## src/rtl/scgs_pkg.sv

```systemverilog
// Shared constants, codes and control structs for the signed codebook gather-sum block.
package scgs_pkg;

  // Store geometry
  localparam int ROWS  = 64;
  localparam int SLOTS = 16;
  localparam int ATOMS = 1024;

  // Field widths
  localparam int ROW_W   = 6;
  localparam int SLOT_W  = 4;
  localparam int ATOM_W  = 10;
  localparam int CODE_W  = 16;
  localparam int VAL_W   = 32;
  localparam int KIND_W  = 2;

  // Configuration port
  localparam int CFG_IDX_W    = 2;
  localparam int CFG_DATA_W   = 11;
  localparam int ATOMS_CFG_W  = 11;
  localparam int SLOTS_CFG_W  = 5;
  localparam int ATOMS_RESET  = 1024;
  localparam int SLOTS_RESET  = 16;

  // Datapath widths
  localparam int CODE_AW = ROW_W + SLOT_W;
  localparam int CNT_W   = $clog2(SLOTS + 1);
  localparam int SUM_W   = VAL_W + $clog2(SLOTS) + 1;
  localparam int ABS_W   = SUM_W - 1;
  localparam int FRAC_W  = 16;
  localparam int HI_W    = ABS_W - FRAC_W;
  localparam int MAG_W   = ABS_W + FRAC_W;

  // Item kinds
  typedef enum logic [KIND_W-1:0] {
    KIND_CODE    = 2'd0,
    KIND_SCALE   = 2'd1,
    KIND_PROJ    = 2'd2,
    KIND_COMPUTE = 2'd3
  } scgs_kind_e;

  // Configuration register indexes
  typedef enum logic [CFG_IDX_W-1:0] {
    CFG_ATOMS    = 2'd0,
    CFG_SLOTS    = 2'd1,
    CFG_SCALE_EN = 2'd2
  } scgs_cfg_e;

  // Sequencer to scale unit
  typedef struct packed {
    logic start;
    logic ack;
    logic scale_en;
  } scgs_scale_req_t;

  // Scale unit to sequencer
  typedef struct packed {
    logic done;
  } scgs_scale_rsp_t;

endpackage

```

## src/rtl/scgs_scaler.sv

```systemverilog
// Scale unit: sign split, shared multiplier over two passes, rounding and Q16.16 saturation.
module scgs_scaler (
  input  logic                              clk_i,
  input  logic                              rst_ni,
  input  scgs_pkg::scgs_scale_req_t         req_i,
  input  logic signed [scgs_pkg::SUM_W-1:0] sum_i,
  input  logic signed [scgs_pkg::VAL_W-1:0] scale_i,
  output scgs_pkg::scgs_scale_rsp_t         rsp_o,
  output logic [scgs_pkg::VAL_W-1:0]        result_o
);
  import scgs_pkg::*;

  typedef enum logic [2:0] {
    SC_IDLE,
    SC_MUL_LO,
    SC_MUL_HI,
    SC_ADD,
    SC_SAT,
    SC_DONE
  } sc_state_e;

  sc_state_e          st_q;
  logic               neg_q;
  logic               sneg_q;
  logic [MAG_W-1:0]   mag_q;
  logic [VAL_W-1:0]   smag_q;
  logic [MAG_W-1:0]   prod_q;
  logic [MAG_W-1:0]   rnd_q;
  logic [VAL_W-1:0]   result_q;

  logic [SUM_W-1:0]   sum_abs;
  logic [VAL_W-1:0]   scale_abs;
  logic [HI_W-1:0]    mul_a;
  logic [MAG_W-1:0]   mul_p;
  logic [VAL_W-1:0]   sat_val;

  // Magnitudes of the incoming operands
  assign sum_abs   = sum_i[SUM_W-1] ? (~sum_i + 1'b1) : sum_i;
  assign scale_abs = scale_i[VAL_W-1] ? (~scale_i + 1'b1) : scale_i;

  // Shared multiplier: low 16 bits of the magnitude first, then the high part
  assign mul_a = (st_q == SC_MUL_LO) ? HI_W'(mag_q[FRAC_W-1:0]) : mag_q[ABS_W-1:FRAC_W];
  assign mul_p = MAG_W'(mul_a) * MAG_W'(smag_q);

  // Saturate to signed 32 bits; a zero magnitude is positive
  always_comb begin
    if (neg_q && (mag_q != '0)) begin
      if (mag_q >= MAG_W'(64'h8000_0000)) begin
        sat_val = 32'h8000_0000;
      end else begin
        sat_val = ~mag_q[VAL_W-1:0] + 1'b1;
      end
    end else if (mag_q > MAG_W'(64'h7FFF_FFFF)) begin
      sat_val = 32'h7FFF_FFFF;
    end else begin
      sat_val = mag_q[VAL_W-1:0];
    end
  end

  // Sequencer and datapath registers
  always_ff @(posedge clk_i or negedge rst_ni) begin
    if (!rst_ni) begin
      st_q     <= SC_IDLE;
      neg_q    <= 1'b0;
      sneg_q   <= 1'b0;
      mag_q    <= '0;
      smag_q   <= '0;
      prod_q   <= '0;
      rnd_q    <= '0;
      result_q <= '0;
    end else begin
      case (st_q)
        SC_IDLE: begin
          if (req_i.start) begin
            neg_q  <= sum_i[SUM_W-1];
            mag_q  <= MAG_W'(sum_abs);
            sneg_q <= scale_i[VAL_W-1];
            smag_q <= scale_abs;
            st_q   <= req_i.scale_en ? SC_MUL_LO : SC_SAT;
          end
        end
        SC_MUL_LO: begin
          prod_q <= mul_p;
          st_q   <= SC_MUL_HI;
        end
        SC_MUL_HI: begin
          // round the low partial product to nearest, ties up on the magnitude
          rnd_q  <= (prod_q + MAG_W'(32'h8000)) >> FRAC_W;
          prod_q <= mul_p;
          st_q   <= SC_ADD;
        end
        SC_ADD: begin
          mag_q <= prod_q + rnd_q;
          neg_q <= neg_q ^ sneg_q;
          st_q  <= SC_SAT;
        end
        SC_SAT: begin
          result_q <= sat_val;
          st_q     <= SC_DONE;
        end
        SC_DONE: begin
          if (req_i.ack) begin
            st_q <= SC_IDLE;
          end
        end
        default: st_q <= SC_IDLE;
      endcase
    end
  end

  assign rsp_o.done = (st_q == SC_DONE);
  assign result_o   = result_q;

endmodule

```

## config.mk

```make
export PLATFORM = sky130hd
export DESIGN_NAME = scgs_scaler
export DESIGN_NICKNAME = d
export VERILOG_FILES = /design/src/rtl/scgs_pkg.sv /design/src/rtl/scgs_scaler.sv
export SDC_FILE = /design/constraint.sdc
export NUM_CORES = 2
export LEC_CHECK = 0
export ABC_AREA = 1
export BUFFER_PORTS_ARGS = -buffer_cell sky130_fd_sc_hd__buf_4
export CELL_PAD_IN_SITES_DETAIL_PLACEMENT = 1
export CELL_PAD_IN_SITES_GLOBAL_PLACEMENT = 1
export CORE_ASPECT_RATIO = 1.2
export CORE_UTILIZATION = 52
export CTS_CLUSTER_DIAMETER = 80
export DETAILED_ROUTE_END_ITERATION = 6
export PLACE_DENSITY_LB_ADDON = 0.1
export SLEW_MARGIN = 20
export SYNTH_ARGS = -nofsm -noshare
export SYNTH_HDL_FRONTEND = slang
export SYNTH_SLANG_ARGS = --single-unit
```

## constraint.sdc

```tcl
create_clock -name clk_i -period 16.75 [get_ports clk_i]
set_input_delay 0.8375 -clock clk_i [delete_from_list [all_inputs] [get_ports clk_i]]
set_output_delay 0.8375 -clock clk_i [all_outputs]
set_load 0.02 [all_outputs]
```

==> impl_metrics.py <==
metrics = {
    "global_route": {
        "grt_pass1_vias": 40520,
        "overflow": 0,
        "grt_max_degree": 92,
        "track_usage_pct": 44.03,
        "grt_pass1_wl_um": 236300,
        "antenna_found_initial": 3,
    },
    "clocking": {
        "clockBufferDepth": 3,
        "cts.sinks": 209,
        "hold_buffers": 0,
        "clk-insertion-delay-late_ps": 610,
        "post_cts_buffers": 0,
        "cts_tree": "done",
        "cts-root-buf": "clkbuf_16",
        "cts_buffers": 27,
        "cts_resized": 0,
        "cts.clk_slew.worst_paths_ps": 60,
        "htree_levels": 1,
    },
    "synthesis": {
        "synth_top_cell_by_area": "fa_1",
        "syn_area_um2": 36730,
        "yosys-top-cells-count": "1,429 x nand2_1, 1,043 x inv_1, 666 x nor2_1, 537 x fa_1, 277 x nand3_1",
        "syn_avg_cell_area_um2": 6.957,
        "postSynthRegisterBits": 209,
        "synth_ff_type": "dfrtp_1",
        "syn-num-nets": 6093,
        "synth_top_area_share_pct": 29.27,
        "ys_types": 46,
        "async_flop_share_pct": 100.0,
        "synth_edf_count": 0,
        "yosysSeqAreaShare_pct": 14.24,
        "yosys_warnings": 0,
        "ys_top_cells_by_area": "fa_1 29%, nand2_1 15%, dfrtp_1 14%",
        "yosysMostFrequentCell": "nand2_1",
        "syn_inst": 5280,
    },
    "critical_path": {
        "cp.arrival_ps": 9480,
        "path_delay_family": "adder cells",
        "max_stage_delay_ps": 930,
        "critical_path_class": "reg -> reg",
        "endpoint_kind": "flip-flop",
        "setup.worst_path.start_class": "flip-flop",
        "critPathSlowestCell": "nand2_1",
        "cp_max_fo": 37,
        "critPathMostFrequentCell": "fa_1",
        "required_ps": 17230,
        "reg2reg_slack_ps": 7750,
        "crit_buf_inv": 5,
    },
    "routing": {
        "first_pass_iters": 5,
        "wire_per_inst_um": 24.90,
        "vias_per_cell": 5.879,
        "ant_nets": 0,
        "drc": 0,
        "initialDrtViolationCount": 2456,
        "via_count": 36610,
        "wirelength_um": 155100,
    },
    "placed_design": {
        "dpl_worst_slack_ps": 7945,
        "io_buffer_count": 106,
        "gp_congestion": 0.9945,
        "dp_hpwl_um": 124600,
    },
    "timing": {
        "hold_viol": 0,
        "finalWorstSetupSlack_ps": 7750,
        "fin_tns_setup_ps": 0,
        "finalCriticalPeriod_ps": 9000,
        "slew_violations": 0,
        "grt_setup_unrepaired": "no",
        "final.period_utilization_pct": 53.73,
        "max_freq_mhz": 111.1,
        "worst_slew_margin_rel_pct": 23.61,
        "tightestPinTransition_ps": 1146,
        "clock_skew_ps": 29.95,
        "finalSetupViolations": 0,
    },
    "finish": {
        "nets": 6101,
        "synthToLayoutAreaGrowth_pct": 6.853,
        "nFillCells": 9307,
        "drive_gt1_share_pct": 4.671,
        "multi_input_comb_area_um2": 26870,
        "layout.area.seq_um2": 5230,
    },
    "floorplan": {
        "floorplan.rows": 106,
        "start_util_pct": 52.66,
        "die-area_um2": 71710,
        "coreArea_um2": 69760,
        "die_x_um": 244.6,
        "io_pins": 107,
        "dieHeight_um": 293.2,
    },
    "worst_hold_path": {
        "holdCritPathClass": "in -> async",
    },
    "run_status": {
        "outcome": "finished clean",
    },
    "run": {
        "drv_cap": 0,
    },
}
## cell usage in the layout, fill, tap and decap left out, drive strengths merged, types with 21 or more instances in the layout
master  netlist  routed
inv        1056    1061
ha          202     202
clkinv       13      23
fa          537     537
nand4        61      61
o21ai       241     241
nand3       278     278
nand2      1430    1430
clkbuf      125      31
xor2         71      71
dfrtp       209     209
nor3         48      48
or2          21      21
buf          41     145
a21oi       173     173
nor2        672     672
## area by class of cell
cell class / count / area share, %
Clock buffer: 31 / 1.836
Clock inverter: 19 / 0.4463
Multi-Input combinational cell: 3836 / 68.45
Inverter: 1069 / 10.22
Tap cell: 918 / 2.926
Timing Repair Buffer: 145 / 2.792
Sequential cell: 209 / 13.32
Antenna cell: 1 / 0.006375
## kinds of logic (layout without fill, tap and decap cells)
family                   after synthesis  in the layout  synth area share, %
other                                  0              1                    0
AO/OA/AOI/OAI                        473            473                6.857
XOR/XNOR                              88             88                2.098
adder cells (fa/ha/maj)              739            739                36.15
flip-flops                           209            209                14.24
buffers and inverters               1235           1264                12.73
AND/OR/NAND/NOR                     2536           2536                27.93
## flip-flops by register name (all words and copies together), names as in the netlist
signal and flops:
st_q 3, result_o 32, neg_q 1, smag_q 32, rnd_q 36, sneg_q 1
mag_q 52, prod_q 52
## worst reg2reg max path, cell delays in order, from the launching register on
cell	delay (ps)
dfrtp_1	490
inv_2	150
nand3_2	660
nand2_1	930
clkinv_1	820
nand2_1	280
fa_1	440
inv_1	90
fa_1	410
fa_1	530
fa_1	440
fa_1	470
fa_1	510
inv_1	80
fa_1	540
inv_1	60
ha_1	500
nand2_1	160
nor2_1	230
nand2_1	140
nor3_1	300
nand4_1	280
nand3_1	160
nand2_1	60
nand3_1	90
nand2_1	50
## per-stage QoR
step / instance area (um^2) / util, % / instances / hold WS [ps]
detailed placement: 38350 / 54.98 / 6177 / 471.2
global route: 39250 / 56.26 / 6227 / 327.2
CTS: 39250 / 56.26 / 6227 / 306.2
floorplan: 36730 / - / 5280 / 445.9
finish: 39250 / 56.26 / 6228 / 260.7
global placement: 38350 / 54.97 / 6176 / 464.8
## worst paths after layout
path                            depth (start not counted)           end  startpoint
worst max-delay path                                   25    prod_q[44]     st_q[2]
worst min-delay path                                    1  result_o[31]      rst_ni
worst max register to register                         25    prod_q[44]     st_q[2]
worst min register to register                          2     mag_q[49]   mag_q[49]
max in group asynchronous                               3     rnd_q[25]      rst_ni
min in group clk_i                                      2     mag_q[49]   mag_q[49]
## routing by layer
metal	part of all wire, %	vias up	track usage [%]
li1	-	15940	-
met1	35	18390	48.44
met2	48	1549	75.35
met3	6.5	732	6.604
met4	9.8	4	35.99
met5	0.015	-	0
Power is left out: the tool's default activity adds up to more than one toggle a clock period on the data nets, which glitch-free logic cannot reach.
